### config.mk
export PLATFORM = sky130hd
export DESIGN_NAME = rgb_linear_fade_pwm_flat
export DESIGN_NICKNAME = d
export VERILOG_FILES = /design/src/rtl/core/rlf_pkg.sv /design/src/rtl/core/rlf_if.sv /design/src/rtl/core/rlf_divu.sv /design/src/rtl/core/rgb_linear_fade_pwm.sv /design/src/flat_wrapper.sv
export SDC_FILE = /design/constraint.sdc
export NUM_CORES = 1
export LEC_CHECK = 0
export ABC_AREA = 1
export CAP_MARGIN = 20
export CORE_AREA = 2 2 190 192
export DETAILED_ROUTE_END_ITERATION = 8
export DIE_AREA = 0 0 192 194
export DONT_BUFFER_PORTS = 1
export MAX_ROUTING_LAYER = met4
export PLACE_DENSITY = 0.58
export SLEW_MARGIN = 30
export SYNTH_ARGS = -nofsm -noshare
export SYNTH_HDL_FRONTEND = slang
export SYNTH_SLANG_ARGS = --single-unit
### constraint.sdc
create_clock -name clock -period 4.9 [get_ports clock]
set_clock_uncertainty 0.05 [all_clocks]
set_input_delay 0.735 -clock clock [delete_from_list [all_inputs] [get_ports clock]]
set_output_delay 0.735 -clock clock [all_outputs]
set_load 0.05 [all_outputs]
### src/rtl/core/rlf_pkg.sv
package rlf_pkg;

   localparam int LevelWidth = 8;
   localparam int ProdWidth  = 2 * LevelWidth;
   localparam int CountWidth = $clog2(ProdWidth);
   localparam int Channels   = 3;
   localparam int ChanWidth  = 2;

   localparam logic [LevelWidth-1:0] PwmTop = 8'd255;

   localparam logic ActStart = 1'b0;
   localparam logic ActTick  = 1'b1;

   typedef logic [LevelWidth-1:0] level_type;

   typedef enum logic [1:0] {
      ST_IDLE,
      ST_LAUNCH,
      ST_WAIT
   } seq_state_type;

   typedef struct packed {
      logic      start;
      level_type index;
      level_type distance;
      level_type total;
   } div_req_type;

   typedef struct packed {
      logic      done;
      level_type quotient;
   } div_rsp_type;

endpackage

### src/rtl/core/rlf_if.sv
interface rlf_req_if;
   logic              valid;
   logic              ready;
   logic              action;
   rlf_pkg::level_type start_red;
   rlf_pkg::level_type start_green;
   rlf_pkg::level_type start_blue;
   rlf_pkg::level_type end_red;
   rlf_pkg::level_type end_green;
   rlf_pkg::level_type end_blue;
   rlf_pkg::level_type steps;

   modport source (
      output valid, action, start_red, start_green, start_blue,
             end_red, end_green, end_blue, steps,
      input  ready
   );
   modport sink (
      input  valid, action, start_red, start_green, start_blue,
             end_red, end_green, end_blue, steps,
      output ready
   );
endinterface

interface rlf_rsp_if;
   logic valid;
   logic ready;
   logic red_drive;
   logic green_drive;
   logic blue_drive;
   logic fading;

   modport source (
      output valid, red_drive, green_drive, blue_drive, fading,
      input  ready
   );
   modport sink (
      input  valid, red_drive, green_drive, blue_drive, fading,
      output ready
   );
endinterface

### src/rtl/core/rlf_divu.sv
module rlf_divu (
   input  logic                 clock,
   input  logic                 reset,
   input  rlf_pkg::div_req_type div_req,
   output rlf_pkg::div_rsp_type div_rsp
);

   logic                               busy_ff, busy_in;
   logic                               done_ff, done_in;
   logic [rlf_pkg::CountWidth-1:0]     cnt_ff, cnt_in;
   logic [rlf_pkg::ProdWidth-1:0]      quo_ff, quo_in;
   logic [rlf_pkg::LevelWidth-1:0]     rem_ff, rem_in;
   logic [rlf_pkg::LevelWidth:0]       shifted;
   logic [rlf_pkg::LevelWidth:0]       divisor;
   logic [rlf_pkg::LevelWidth:0]       diff;
   logic                               fits;

   assign shifted = {rem_ff, quo_ff[rlf_pkg::ProdWidth-1]};
   assign divisor = {1'b0, div_req.total};
   assign diff    = shifted - divisor;
   assign fits    = (shifted >= divisor);

   always_comb begin
      busy_in = busy_ff;
      done_in = 1'b0;
      cnt_in  = cnt_ff;
      quo_in  = quo_ff;
      rem_in  = rem_ff;
      if (div_req.start) begin
         busy_in = 1'b1;
         cnt_in  = '0;
         quo_in  = div_req.index * div_req.distance;
         rem_in  = '0;
      end else if (busy_ff) begin
         quo_in = {quo_ff[rlf_pkg::ProdWidth-2:0], fits};
         rem_in = fits ? diff[rlf_pkg::LevelWidth-1:0] : shifted[rlf_pkg::LevelWidth-1:0];
         cnt_in = cnt_ff + 1'b1;
         if (cnt_ff == rlf_pkg::CountWidth'(rlf_pkg::ProdWidth - 1)) begin
            busy_in = 1'b0;
            done_in = 1'b1;
         end
      end
   end

   always_ff @(posedge clock) begin
      if (reset) begin
         busy_ff <= 1'b0;
         done_ff <= 1'b0;
      end else begin
         busy_ff <= busy_in;
         done_ff <= done_in;
      end
      cnt_ff <= cnt_in;
      quo_ff <= quo_in;
      rem_ff <= rem_in;
   end

   assign div_rsp.done     = done_ff;
   assign div_rsp.quotient = quo_ff[rlf_pkg::LevelWidth-1:0];

endmodule

### src/rtl/core/rgb_linear_fade_pwm.sv
// Three-channel LED cross-fade engine with PWM. A start transfer loads a start colour, an end
// colour and a step count and answers at once; each tick transfer of a fade advances the PWM
// counter and returns the three drive levels and the fading flag (else all zero). Ticks can follow
// back to back while the response side takes each result, except the tick that closes a PWM period
// of a continuing fade: the new levels origin +/- (index * distance) / steps are then computed
// channel by channel in one shared multiplier and bit-serial divider, and the block takes no
// transfer until each channel has had its launch state, sixteen divide iterations and level write-back.
module rgb_linear_fade_pwm (
   input logic       clock,
   input logic       reset,
   rlf_req_if.sink   req_ch,
   rlf_rsp_if.source rsp_ch
);

   rlf_pkg::seq_state_type state_ff, state_in;
   logic [rlf_pkg::ChanWidth-1:0] ch_ff, ch_in;

   rlf_pkg::level_type tick_count_ff, tick_count_in;
   rlf_pkg::level_type step_index_ff, step_index_in;
   rlf_pkg::level_type step_total_ff, step_total_in;
   rlf_pkg::level_type origin_ff [rlf_pkg::Channels];
   rlf_pkg::level_type origin_in [rlf_pkg::Channels];
   rlf_pkg::level_type dist_ff [rlf_pkg::Channels];
   rlf_pkg::level_type dist_in [rlf_pkg::Channels];
   logic               down_ff [rlf_pkg::Channels];
   logic               down_in [rlf_pkg::Channels];
   rlf_pkg::level_type level_ff [rlf_pkg::Channels];
   rlf_pkg::level_type level_in [rlf_pkg::Channels];
   logic               active_ff, active_in;

   logic rsp_valid_ff, rsp_valid_in;
   logic [rlf_pkg::Channels-1:0] drive_ff, drive_in;
   logic fading_ff, fading_in;

   rlf_pkg::level_type start_lvl [rlf_pkg::Channels];
   rlf_pkg::level_type end_lvl [rlf_pkg::Channels];
   rlf_pkg::level_type tick_next;
   rlf_pkg::level_type step_next;
   logic req_fire;
   logic launch;
   logic level_wr;

   rlf_pkg::div_req_type div_req;
   rlf_pkg::div_rsp_type div_rsp;

   rlf_divu u_divu (
      .clock   (clock),
      .reset   (reset),
      .div_req (div_req),
      .div_rsp (div_rsp)
   );

   assign start_lvl[0] = req_ch.start_red;
   assign start_lvl[1] = req_ch.start_green;
   assign start_lvl[2] = req_ch.start_blue;
   assign end_lvl[0]   = req_ch.end_red;
   assign end_lvl[1]   = req_ch.end_green;
   assign end_lvl[2]   = req_ch.end_blue;

   assign req_ch.ready = (state_ff == rlf_pkg::ST_IDLE) && (!rsp_valid_ff || rsp_ch.ready);
   assign req_fire     = req_ch.valid && req_ch.ready;
   assign tick_next    = tick_count_ff + 1'b1;
   assign step_next    = step_index_ff + 1'b1;
   assign launch       = req_fire && (req_ch.action == rlf_pkg::ActTick) && active_ff &&
                         (tick_next >= rlf_pkg::PwmTop) && (step_next < step_total_ff);

   always_comb begin
      state_in = state_ff;
      case (state_ff)
         rlf_pkg::ST_IDLE: begin
            if (launch) begin
               state_in = rlf_pkg::ST_LAUNCH;
            end
         end
         rlf_pkg::ST_LAUNCH: begin
            state_in = rlf_pkg::ST_WAIT;
         end
         rlf_pkg::ST_WAIT: begin
            if (div_rsp.done) begin
               if (ch_ff == rlf_pkg::ChanWidth'(rlf_pkg::Channels - 1)) begin
                  state_in = rlf_pkg::ST_IDLE;
               end else begin
                  state_in = rlf_pkg::ST_LAUNCH;
               end
            end
         end
         default: begin
            state_in = rlf_pkg::ST_IDLE;
         end
      endcase
   end

   always_comb begin
      div_req.start    = 1'b0;
      div_req.index    = step_index_ff;
      div_req.distance = dist_ff[ch_ff];
      div_req.total    = step_total_ff;
      level_wr         = 1'b0;
      case (state_ff)
         rlf_pkg::ST_LAUNCH: begin
            div_req.start = 1'b1;
         end
         rlf_pkg::ST_WAIT: begin
            level_wr = div_rsp.done;
         end
         default: begin
         end
      endcase
   end

   always_comb begin
      ch_in         = ch_ff;
      tick_count_in = tick_count_ff;
      step_index_in = step_index_ff;
      step_total_in = step_total_ff;
      origin_in     = origin_ff;
      dist_in       = dist_ff;
      down_in       = down_ff;
      level_in      = level_ff;
      active_in     = active_ff;
      rsp_valid_in  = rsp_valid_ff;
      drive_in      = drive_ff;
      fading_in     = fading_ff;

      if (state_ff == rlf_pkg::ST_IDLE) begin
         ch_in = '0;
      end

      if (req_fire) begin
         rsp_valid_in = 1'b1;
         drive_in     = '0;
         fading_in    = 1'b0;
         if (req_ch.action == rlf_pkg::ActStart) begin
            for (int c = 0; c < rlf_pkg::Channels; c++) begin
               origin_in[c] = start_lvl[c];
               level_in[c]  = start_lvl[c];
               down_in[c]   = (start_lvl[c] > end_lvl[c]);
               dist_in[c]   = (start_lvl[c] > end_lvl[c]) ? start_lvl[c] - end_lvl[c]
                                                          : end_lvl[c] - start_lvl[c];
            end
            step_total_in = req_ch.steps;
            step_index_in = '0;
            tick_count_in = '0;
            active_in     = (req_ch.steps != '0);
            fading_in     = (req_ch.steps != '0);
         end else if (active_ff) begin
            for (int c = 0; c < rlf_pkg::Channels; c++) begin
               drive_in[c] = (level_ff[c] >= tick_next);
            end
            fading_in = 1'b1;
            if (tick_next >= rlf_pkg::PwmTop) begin
               tick_count_in = '0;
               step_index_in = step_next;
               if (step_next >= step_total_ff) begin
                  active_in = 1'b0;
               end
            end else begin
               tick_count_in = tick_next;
            end
         end
      end else if (rsp_ch.ready) begin
         rsp_valid_in = 1'b0;
      end

      if (level_wr) begin
         level_in[ch_ff] = down_ff[ch_ff] ? origin_ff[ch_ff] - div_rsp.quotient
                                          : origin_ff[ch_ff] + div_rsp.quotient;
         ch_in = ch_ff + 1'b1;
      end
   end

   always_ff @(posedge clock) begin
      if (reset) begin
         state_ff      <= rlf_pkg::ST_IDLE;
         ch_ff         <= '0;
         tick_count_ff <= '0;
         step_index_ff <= '0;
         step_total_ff <= '0;
         active_ff     <= 1'b0;
         rsp_valid_ff  <= 1'b0;
         for (int c = 0; c < rlf_pkg::Channels; c++) begin
            origin_ff[c] <= '0;
            dist_ff[c]   <= '0;
            down_ff[c]   <= 1'b0;
            level_ff[c]  <= '0;
         end
      end else begin
         state_ff      <= state_in;
         ch_ff         <= ch_in;
         tick_count_ff <= tick_count_in;
         step_index_ff <= step_index_in;
         step_total_ff <= step_total_in;
         active_ff     <= active_in;
         rsp_valid_ff  <= rsp_valid_in;
         origin_ff     <= origin_in;
         dist_ff       <= dist_in;
         down_ff       <= down_in;
         level_ff      <= level_in;
      end
      drive_ff  <= drive_in;
      fading_ff <= fading_in;
   end

   assign rsp_ch.valid       = rsp_valid_ff;
   assign rsp_ch.red_drive   = drive_ff[0];
   assign rsp_ch.green_drive = drive_ff[1];
   assign rsp_ch.blue_drive  = drive_ff[2];
   assign rsp_ch.fading      = fading_ff;

   a_done_in_wait: assert property (@(posedge clock) disable iff (reset)
      div_rsp.done |-> state_ff == rlf_pkg::ST_WAIT)
      else $error("divider finished outside of the wait state");

   a_compute_when_active: assert property (@(posedge clock) disable iff (reset)
      state_ff != rlf_pkg::ST_IDLE |-> active_ff)
      else $error("level computation while no fade is active");

   a_step_in_range: assert property (@(posedge clock) disable iff (reset)
      active_ff |-> step_index_ff < step_total_ff)
      else $error("step index beyond step count during a fade");

   a_rsp_after_transfer: assert property (@(posedge clock) disable iff (reset)
      req_fire |=> rsp_valid_ff)
      else $error("input transfer produced no result");

endmodule
### src/flat_wrapper.sv
// flat-port wrapper written by rule: the top's interface ports become plain ports
module rgb_linear_fade_pwm_flat 
  (clock, reset, req_ch_valid, req_ch_action, req_ch_start_red, req_ch_start_green, req_ch_start_blue, req_ch_end_red, req_ch_end_green, req_ch_end_blue, req_ch_steps, req_ch_ready, rsp_ch_valid, rsp_ch_red_drive, rsp_ch_green_drive, rsp_ch_blue_drive, rsp_ch_fading, rsp_ch_ready);
  rlf_req_if req_ch_i ();
  rlf_rsp_if rsp_ch_i ();
  input logic clock;
  input logic reset;
  input wire logic [$bits(req_ch_i.valid)-1:0] req_ch_valid;
  input wire logic [$bits(req_ch_i.action)-1:0] req_ch_action;
  input wire logic [$bits(req_ch_i.start_red)-1:0] req_ch_start_red;
  input wire logic [$bits(req_ch_i.start_green)-1:0] req_ch_start_green;
  input wire logic [$bits(req_ch_i.start_blue)-1:0] req_ch_start_blue;
  input wire logic [$bits(req_ch_i.end_red)-1:0] req_ch_end_red;
  input wire logic [$bits(req_ch_i.end_green)-1:0] req_ch_end_green;
  input wire logic [$bits(req_ch_i.end_blue)-1:0] req_ch_end_blue;
  input wire logic [$bits(req_ch_i.steps)-1:0] req_ch_steps;
  output wire logic [$bits(req_ch_i.ready)-1:0] req_ch_ready;
  output wire logic [$bits(rsp_ch_i.valid)-1:0] rsp_ch_valid;
  output wire logic [$bits(rsp_ch_i.red_drive)-1:0] rsp_ch_red_drive;
  output wire logic [$bits(rsp_ch_i.green_drive)-1:0] rsp_ch_green_drive;
  output wire logic [$bits(rsp_ch_i.blue_drive)-1:0] rsp_ch_blue_drive;
  output wire logic [$bits(rsp_ch_i.fading)-1:0] rsp_ch_fading;
  input wire logic [$bits(rsp_ch_i.ready)-1:0] rsp_ch_ready;
  assign req_ch_i.valid = req_ch_valid;
  assign req_ch_i.action = req_ch_action;
  assign req_ch_i.start_red = req_ch_start_red;
  assign req_ch_i.start_green = req_ch_start_green;
  assign req_ch_i.start_blue = req_ch_start_blue;
  assign req_ch_i.end_red = req_ch_end_red;
  assign req_ch_i.end_green = req_ch_end_green;
  assign req_ch_i.end_blue = req_ch_end_blue;
  assign req_ch_i.steps = req_ch_steps;
  assign req_ch_ready = req_ch_i.ready;
  assign rsp_ch_valid = rsp_ch_i.valid;
  assign rsp_ch_red_drive = rsp_ch_i.red_drive;
  assign rsp_ch_green_drive = rsp_ch_i.green_drive;
  assign rsp_ch_blue_drive = rsp_ch_i.blue_drive;
  assign rsp_ch_fading = rsp_ch_i.fading;
  assign rsp_ch_i.ready = rsp_ch_ready;
  rgb_linear_fade_pwm u_core (.clock(clock), .reset(reset), .req_ch(req_ch_i), .rsp_ch(rsp_ch_i));
endmodule
* Word-level counts from Yosys, hierarchy flattened *
Cells that the tools add are included.
Widths: inputs -> output; s select.

word-level totals
  bits in registers = 139
  input port bits = 61
  logic and storage cells = 131

operators by class
  $add $sub $neg = 13
  multipliers = 1
  magnitude comparators = 12
  eq/ne operators = 8
  mux-type cells = 48
  bitwise logic cells = 3
  reduce and logical (&&, ||, !) cells = 20

operators with widths
  kind                 count
  $mux 8               16
  $mux 24              3
  $sub 8x8->8          8
  $bmux 8 s2           2
  $ge 8x8->1           4
  $mux 16              2
  $bwmux 24            1
  $gt 8x8->1           3
  $mux 1               17
  $add 8x1->8 const B  2
  $demux 8 s2          1
  $mul 8x8->16         1
  $ge 9x8->1           1
  $add 8x8->8          1
  $ge 8x8->1 const B   1
  $lt 8x8->1           1
  $mux 2               4
  $reduce_and 2->1     4
  $reduce_bool 8->1    1
  $logic_and 1x1->1    7
  $ne 2x1->1 const B   3
  $pmux 2 s3           1
  $reduce_bool 2->1    3
  $add 4x1->4 const B  1
  15 further kinds     17

* Longest topological paths before layout *
Gate-level depths: netlist of the first run.

  depth in word-level cells = 10
  depth in mapped cells = 25

* By module *
A second synthesis of the first run with hierarchy kept.

second synthesis, totals
  cells, all modules = 1817
  area total of the unflattened synthesis = 12519.5 µm²

by module, submodules not included
  module               times used  cells each  area each (µm²)
  rgb_linear_fade_pwm  1           1220        8366.8
  rlf_divu             1           597         4152.7

* Least setup slack after synthesis of the first run *
OpenSTA, ideal clock, no wires.

  kind = flip-flop to flip-flop
  from = reg u_core.ch_ff[0] (netlist bit)
  to = reg u_core.u_divu.quo_ff[11] (netlist bit) (data pin)
  library setup time = 254 ps
  data arrival time = 4513 ps
  data required time = 4596 ps
  path slack = 83 ps
  stages on the path, launching flop included = 22
  buffers on the path = 1
  period minus slack after synthesis = 4817 ps
  cells stage by stage = dfxtp_1 -> inv_2 -> buf_2 -> nor2_1 -> a221oi_1 -> inv_1 -> nor2_1 -> fa_1 -> fa_1 -> fa_1 -> inv_1 -> fa_1 -> inv_1 -> ha_1 -> a21oi_1 -> o21ai_0 -> a21oi_1 -> inv_1 -> nand2_1 -> nand3b_1 -> nand3_1 -> nand2_1

on the way
  longest elaborated chain between the ends = 6

RTL lines
  what                                        RTL line                    source
  from (decl)                                 rgb_linear_fade_pwm.sv:16   logic [rlf_pkg::ChanWidth-1:0] ch_ff, ch_in;
  from (signal assigned)                      rgb_linear_fade_pwm.sv:189  ch_ff <= ch_in;
  $not 2->3 (not written as such)             rgb_linear_fade_pwm.sv:96   div_req.distance = dist_ff[ch_ff];
  $bmux 8 s2                                  rgb_linear_fade_pwm.sv:96
  $mux 8 (not written as such) (2 in series)  rgb_linear_fade_pwm.sv:96
  $mul 8x8->16                                rlf_divu.sv:32              quo_in = div_req.index * div_req.distance;
  $mux 16                                     rlf_divu.sv:29              if (div_req.start) begin
  net u_core.u_divu.quo_in (one bit)          rlf_divu.sv:11              logic [rlf_pkg::ProdWidth-1:0] quo_ff, quo_in;
  to (signal assigned)                        rlf_divu.sv:54              quo_ff <= quo_in;
  to (decl)                                   rlf_divu.sv:11

The timed path passes the listed nets, and every way through them passes these cells. The select of a mux whose other input is x is not followed.
A chain may end at the register's enable or synchronous reset.

* Worst setup path after layout of the first run *
  from = reg u_core.ch_ff[0] (netlist bit)
  to = reg u_core.u_divu.quo_ff[9] (netlist bit) (data pin)

The elaborated chain is that of the path after synthesis.

==> results of run 1 <==
metrics by stage:
| stage | setup WS [ns] | instance area (µm²) | util | std cells |
|---|---|---|---|---|
| after floorplan | 0.0833 | 12100 | - | 1754 |
| after global placement | 0.0538 | 12700 | 0.361 | 2199 |
| after detailed placement | -0.0299 | 12700 | 0.361 | 2199 |
| after CTS | 0.0201 | 13400 | 0.379 | 2231 |
| after global routing | -0.0115 | 13500 | 0.384 | 2237 |
| final | 0.233 | 13500 | 0.384 | 2237 |
kinds of logic (layout without fill, tap and decap cells):
family                   count (synthesis)  count (layout)  share of synthesized area
adder cells (fa/ha/maj)                180             180                      0.213
buffers and inverters                  332             354                      0.106
AO/OA/AOI/OAI                          289             289                      0.135
AND/OR/NAND/NOR                        763             763                      0.263
XOR/XNOR                                51              51                     0.0368
flip-flops                             139             139                      0.246
registers in the layout (all words and copies together) (netlist names):
register	count
u_core.dist_ff	24
u_core.level_ff	24
u_core.origin_ff	24
u_core.u_divu.quo_ff	16
u_core.step_index_ff	8
u_core.step_total_ff	8
u_core.tick_count_ff	8
u_core.u_divu.rem_ff	8
u_core.u_divu.cnt_ff	4
u_core.down_ff	3
u_core.drive_ff	3
u_core.ch_ff	2
u_core.state_ff	2
u_core.active_ff	1
u_core.rsp_ch.fading	1
u_core.rsp_ch.valid	1
u_core.u_divu.busy_ff	1
u_core.u_divu.done_ff	1
final timing paths:
kind                                           to  cells after the start
max             u_core.u_divu.quo_ff[9]$_DFFE_PP_                     19
min              u_core.rsp_ch.valid$_SDFFE_PP0P_                      1
max reg2reg     u_core.u_divu.quo_ff[9]$_DFFE_PP_                     19
min reg2reg  u_core.u_divu.cnt_ff[3]$_SDFFE_PP0P_                      1
power groups by stage:
stage	clock network, mW	logic (mW)	registers, mW
2_1_floorplan	0	1.02	1.38
4_1_cts	1.40	1.29	1.39
6_report	1.39	1.29	1.39
5_1_grt	1.44	1.50	1.40
3_3_place_gp	0	1.27	1.41
3_5_place_dp	0	1.28	1.41
layout make-up:
type | instances | area share
Clock buffer | 17 | 0.0315
Clock inverter | 15 | 0.0142
Inverter | 282 | 0.0785
Multi-Input combinational cell | 1283 | 0.590
Sequential cell | 139 | 0.221
Tap cell | 461 | 0.0427
Timing Repair Buffer | 39 | 0.0217
Timing Repair inverter | 1 | 0.000555
critical path: cells and delay by family, from the launching register on:
kind | cells | cell delay (ns)
flip-flops | 1 | 0.38
AO/OA/AOI/OAI | 4 | 0.61
buffers and inverters | 6 | 0.57
adder cells (fa/ha/maj) | 5 | 2.45
AND/OR/NAND/NOR | 4 | 0.46
synth_stat cells (9+ instances only):
library cell  number
inv_1            266
fa_1              44
nand3_1          102
nor3_1             9
buf_2             15
nand2_2            9
nand4_1           18
xnor2_1           14
nor2_1           209
a21oi_1          137
xor2_1            37
edfxtp_1          20
ha_1             136
inv_2             13
o21ai_0           72
o21a_1            15
o21ai_1           11
nand2_1          389
clkbuf_1          24
dfxtp_1          119
o211ai_1          10
cells in the final DEF, fill, tap and decap left out, drive strengths merged, types with 5 or more instances in the layout:
master	n
nand2	402
nand4	18
o211ai	10
o21a	15
buf	39
xnor2	14
inv	290
o21bai	5
o21ai	84
a21oi	139
nor2	218
dfxtp	119
a211oi	7
ha	136
a31oi	8
nor3	9
clkbuf	17
xor2	37
fa	44
nand3	102
a21o	6
edfxtp	20
or2	9
per-layer routing:
layer  track usage  share of wire  vias up
met4        0.0413          0.014        0
met5             -              0        -
met3        0.0282          0.042       32
met2         0.296           0.45      207
met1         0.255           0.49     5021
li1              -              -     5640
what timing repair did:
action	in CTS	in global routing
setup endpoints to repair	5	9
gates resized for setup	2	35
gates cloned	0	1
setup buffers	0	5
pin swaps	0	7
endpoints found under the hold margin	0	0
==> results.json, run 1 <==
{
  "powerDensity_nw_per_um2": 301,
  "grt_first_pass_wirelength_mm": 54.5,
  "wirelength_mm": 33.0,
  "first_iter_violations": 744,
  "place_hpwl_mm": 26.3,
  "h-tree-depth": 4,
  "syn_avg_cell_area_um2": 6.91,
  "clk_pin_slew_worst_paths_ns": 0.07,
  "cts_buffers": 17,
  "synthToLayoutAreaGrowth_pct": 11.6,
  "ys.warnings.count": 0,
  "internal-power_mw": 2.54,
  "cp_common_cell": "fa_1",
  "drt-pass1-iter-count": 8,
  "cts_hold_buf": 0,
  "critPathLaunchType": "register",
  "tightest_slew_ns": 0.935,
  "yosys.area.top_type": "dfxtp_1",
  "power_leakage_nw": 6.74,
  "max_clock_freq_mhz": 214,
  "synth_fp_nets": 1995,
  "gr-total-overflow": 0,
  "multiInputGateArea_um2": 7980,
  "reg2reg_slack_ns": 0.23,
  "io_pins": 67,
  "power_frac_clock": 0.341,
  "swShare": 0.377,
  "vdd_ir_drop_max_mv": 0.173,
  "worst_ep_required_time_ns": 5.13,
  "critPathMaxStageDelay_ns": 0.57,
  "power_frac_comb": 0.318,
  "status": "completed",
  "slowest_stage": "fa_1",
  "ys_async_sr_fraction": 0,
  "ys_top_cells_by_area": "dfxtp_1 (20%), ha_1 (14%), nand2_1 (12%)",
  "clk_latency_ns": 0.44,
  "viasPerCell": 4.87,
  "fillers": 3701,
  "r2r_start": "u_core.ch_ff[0]$_SDFFE_PP0P_",
  "synthDistinctLibCells": 50,
  "timing.setup.tns_ns": 0,
  "p_switching_mw": 1.53,
  "ant_nets": 0,
  "period_share": 0.952,
  "initial_core_util": 0.344,
  "synth_flop_cell": "dfxtp_1",
  "final_max_slew_viol_count": 0,
  "wl_per_cell_um": 14.7,
  "clockBufferDepth": 2,
  "yosysSeqAreaShare": 0.246,
  "cts_tree": "yes",
  "gp_congestion": 0.918,
  "die_area_um2": 37200,
  "regArea_um2": 2990,
  "die_x_um": 192,
  "synth-edff-count": 20,
  "hold_path.startpoint": "reset",
  "crit_chain": "inv_4 -> nand2_1 -> a221oi_1 -> buf_4 -> nand2_1 -> fa_1 -> fa_1 -> inv_1 -> fa_1 -> inv_1 -> fa_1 -> inv_1 -> ha_4 -> nand2_2 -> o21ai_2 -> a21oi_2 -> buf_4 -> or2_2 -> a31oi_1",
  "pwr-share-seq": 0.341,
  "cts.sinks": 139,
  "p_total_mw": 4.07,
  "grt_max_degree": 72,
  "synth_area_um2": 12100,
  "num_rows": 69,
  "antenna_found_initial": 0,
  "vias": 10900,
  "hold_slack_ns": 0.348,
  "die_y_um": 194,
  "worstPathMaxFanout": 5,
  "finalHoldViolCount": 0,
  "period_needed_ns": 4.67,
  "antenna_cells": 0,
  "synth.top_cell.area_share": 0.197,
  "path_class": "reg -> reg",
  "drive_gt1_frac": 0.0833,
  "maxCapViolCount": 0,
  "hold_path_class": "in -> reg",
  "first_global_vias": 10700,
  "finalSetupViolCount": 0,
  "grt_usage": 0.188,
  "cp-end-kind": "register",
  "slew_headroom": 0.376,
  "worstPathArrival_ns": 4.90,
  "port_buffers": 0,
  "drc_errors": 0,
  "cts-root-buf": "clkbuf_16",
  "core-area_um2": 35200,
  "syn_inst": 1754,
  "nets": 2004,
  "ys_ff_latch": 139,
  "cp-startpoint": "u_core.ch_ff[0]$_SDFFE_PP0P_"
}
Power figures use the tool's default switching activity.
==> run 2: changes to the inputs <==
CORE_AREA = 2 2 193 195   (was 2 2 190 192)
DIE_AREA = 0 0 195 197   (was 0 0 192 194)
SYNTH_HIERARCHICAL = 1   (was unset)
==> run 2 against run 1 <==
Against the previous run: via count is 2.3% higher; wire length is 1.6% higher; synthesized cell count is 3.6% higher; power is 2.0% higher; global-route usage is 0.53 points lower; first-iteration DRC count is 5.5% lower; fmax is 1.9% higher; register-to-register slack better by 0.09 ns.
==> results.json, run 2 <==
{
  "drc_errors": 0,
  "gp_congestion": 0.920,
  "clk_latency_ns": 0.44,
  "first_global_vias": 10800,
  "vias": 11200,
  "reg2reg_slack_ns": 0.32,
  "antenna_found_initial": 0,
  "swShare": 0.399,
  "worst_ep_required_time_ns": 5.04,
  "p_total_mw": 4.15,
  "cts_tree": "yes",
  "clockBufferDepth": 2,
  "nets": 2020,
  "path_class": "reg -> reg",
  "ys_async_sr_fraction": 0,
  "synthSimpleGateAreaFrac": 0.257,
  "finalSetupViolCount": 0,
  "synthDistinctLibCells": 49,
  "pwr-share-seq": 0.337,
  "power_frac_comb": 0.342,
  "drt-pass1-iter-count": 5,
  "synth_fa_ha_area_frac": 0.206,
  "final_max_slew_viol_count": 0,
  "die_x_um": 195,
  "die_area_um2": 38400,
  "power_leakage_nw": 7.13,
  "synth_compound_area_frac": 0.135,
  "num_rows": 70,
  "status": "completed",
  "io_pins": 67,
  "die_y_um": 197,
  "core-area_um2": 36300,
  "r2r_start": "u_core/ch_ff[0]$_SDFFE_PP0P_",
  "port_buffers": 0,
  "gr-total-overflow": 0,
  "yosysSeqAreaShare": 0.238,
  "final_cell_mix": "nand2_1 (470), inv_1 (317), ha_1 (136)",
  "cts.sinks": 139,
  "synthMuxAreaShare": 0,
  "syn_inst": 1817,
  "grt_use_met2": 0.300,
  "h-tree-depth": 4,
  "power_frac_clock": 0.321,
  "max_clock_freq_mhz": 218,
  "post-route-cell-area_um2": 13500,
  "critPathLaunchType": "register",
  "yosys.area.top_type": "dfxtp_1",
  "grt_max_degree": 59,
  "maxCapViolCount": 0,
  "grt_util_met1": 0.237,
  "synth_xor_area_frac": 0.0336,
  "r2r_end": "u_core/u_divu/quo_ff[15]$_DFFE_PP_",
  "viasPerCell": 4.94,
  "slew_headroom": 0.449,
  "worstPathMaxFanout": 12,
  "syn_avg_cell_area_um2": 6.89,
  "tightest_slew_ns": 0.825,
  "hold_path_class": "in -> reg",
  "vdd_ir_drop_max_mv": 0.189,
  "cts_buffers": 17,
  "internal-power_mw": 2.50,
  "instances_no_fill": 2260,
  "finalHoldViolCount": 0,
  "top_regs": "u_core/dist_ff x24, u_core/level_ff x24, u_core/origin_ff x24",
  "period_needed_ns": 4.58,
  "r2r_cells": 20,
  "synthTopCellsByCount": "nand2_1 (471), inv_1 (318), ha_1 (136)",
  "first_iter_violations": 703,
  "synth_area_um2": 12500,
  "grt_usage": 0.183,
  "dp_cells": 2226,
  "synth_flop_cell": "dfxtp_1",
  "synth.top_cell.area_share": 0.190,
  "wl_per_cell_um": 14.8,
  "ys.warnings.count": 6,
  "antenna_cells": 0,
  "min_path_cells": 1,
  "powerDensity_nw_per_um2": 307,
  "period_share": 0.934,
  "initial_core_util": 0.345,
  "post-synth-top-count-cell": "nand2_1",
  "ys_ff_latch": 139,
  "synthToLayoutAreaGrowth_pct": 7.98,
  "busiest_layer": "met2",
  "clk_pin_slew_worst_paths_ns": 0.07,
  "synth_fp_nets": 2058,
  "synth_top_family_by_area": "simple AND/OR/NAND/NOR gates",
  "grt_first_pass_wirelength_mm": 54.8,
  "ant_nets": 0,
  "synth-edff-count": 20,
  "place_hpwl_mm": 26.8,
  "ys_top_cells_by_area": "dfxtp_1 (19%), nand2_1 (14%), ha_1 (14%)",
  "grt_use_met3": 0.0282,
  "cts-root-buf": "clkbuf_16",
  "cp-end-kind": "register",
  "drive_gt1_frac": 0.0603,
  "hold_slack_ns": 0.339,
  "wirelength_mm": 33.5,
  "hold_path_end": "u_core/u_divu/busy_ff$_SDFF_PP0_",
  "final_common_cell": "nand2_1",
  "worstPathArrival_ns": 4.72,
  "place_area_um2": 12900,
  "p_switching_mw": 1.66,
  "hold_path.startpoint": "reset"
}
-- run 2: final cells by class --
type / count / area [µm²]
Clock inverter: 15 / 191
Tap cell: 468 / 586
Fill cell: 3896 / 22700
Inverter: 324 / 1220
Clock buffer: 17 / 425
Timing Repair Buffer: 23 / 176
Multi-Input combinational cell: 1274 / 7940
Sequential cell: 139 / 2980
-- run 2: routing by layer --
metal / up-vias / share of wire
met2: 231 / 0.45
met3: 30 / 0.047
met1: 5210 / 0.49
li1: 5685 / -
met4: 0 / 0.011
met5: - / 0
-- run 2: cell families after synthesis --
| group | Yosys count |
|---|---|
| AOI/OAI and AO/OA | 295 |
| xor gates and xnor gates | 48 |
| adders and majority gates | 180 |
| buffers and inverters | 404 |
| DFF | 139 |
| and+or+nand+nor | 751 |
-- run 2: metrics by stage --
step | setup slack [ns] | setup TNS [ns] | util
after floorplan | 0.154 | 0 | -
after global placement | 0.327 | 0 | 0.354
after detailed placement | 0.196 | 0 | 0.354
after CTS | 0.193 | 0 | 0.371
after global routing | -0.00158 | -0.00158 | 0.373
final | 0.322 | 0 | 0.373
-- run 2: power by group through the flow --
| stage | clock, mW | combinational, mW | sequential (mW) |
|---|---|---|---|
| after floorplan | 0 | 1.14 | 1.38 |
| after global placement | 0 | 1.38 | 1.42 |
| after detailed placement | 0 | 1.41 | 1.42 |
| after CTS | 1.36 | 1.42 | 1.40 |
| after global routing | 1.41 | 1.62 | 1.41 |
| final | 1.33 | 1.42 | 1.40 |
-- run 2: what timing repair did --
item	CTS	global route
endpoints found under the hold margin	0	0
setup endpoints to repair	0	6
resized for setup	0	10
hold buffers	0	0
buffers inserted	0	2
-- run 2: worst max-delay path, cell delays in order (launching register included) --
cell and delay [ns]:
dfxtp_2 0.34, buf_6 0.15, nor2_2 0.26, a221oi_2 0.11
buf_4 0.19, nand2_1 0.07, inv_1 0.07, fa_1 0.58
fa_1 0.44, fa_1 0.49, inv_1 0.05, fa_1 0.48
inv_1 0.04, ha_1 0.36, nand2_1 0.11, nor2_1 0.19
nand3_1 0.12, nand3_1 0.09, nand2_1 0.05, nand3_1 0.06
nand2_1 0.04
-- run 2: worst max path at each step --
stage	start	endpoint	slack [ns]
2_1_floorplan	u_core/ch_ff[0]$_SDFFE_PP0P_	u_core/u_divu/quo_ff[12]$_DFFE_PP_	0.15
6_report	u_core/ch_ff[0]$_SDFFE_PP0P_	u_core/u_divu/quo_ff[15]$_DFFE_PP_	0.32
5_1_grt	u_core/ch_ff[0]$_SDFFE_PP0P_	u_core/u_divu/quo_ff[10]$_DFFE_PP_	-0.002
3_3_place_gp	u_core/ch_ff[0]$_SDFFE_PP0P_	u_core/u_divu/quo_ff[10]$_DFFE_PP_	0.33
4_1_cts	u_core/ch_ff[0]$_SDFFE_PP0P_	u_core/u_divu/quo_ff[10]$_DFFE_PP_	0.19
3_5_place_dp	u_core/ch_ff[0]$_SDFFE_PP0P_	u_core/u_divu/quo_ff[10]$_DFFE_PP_	0.20
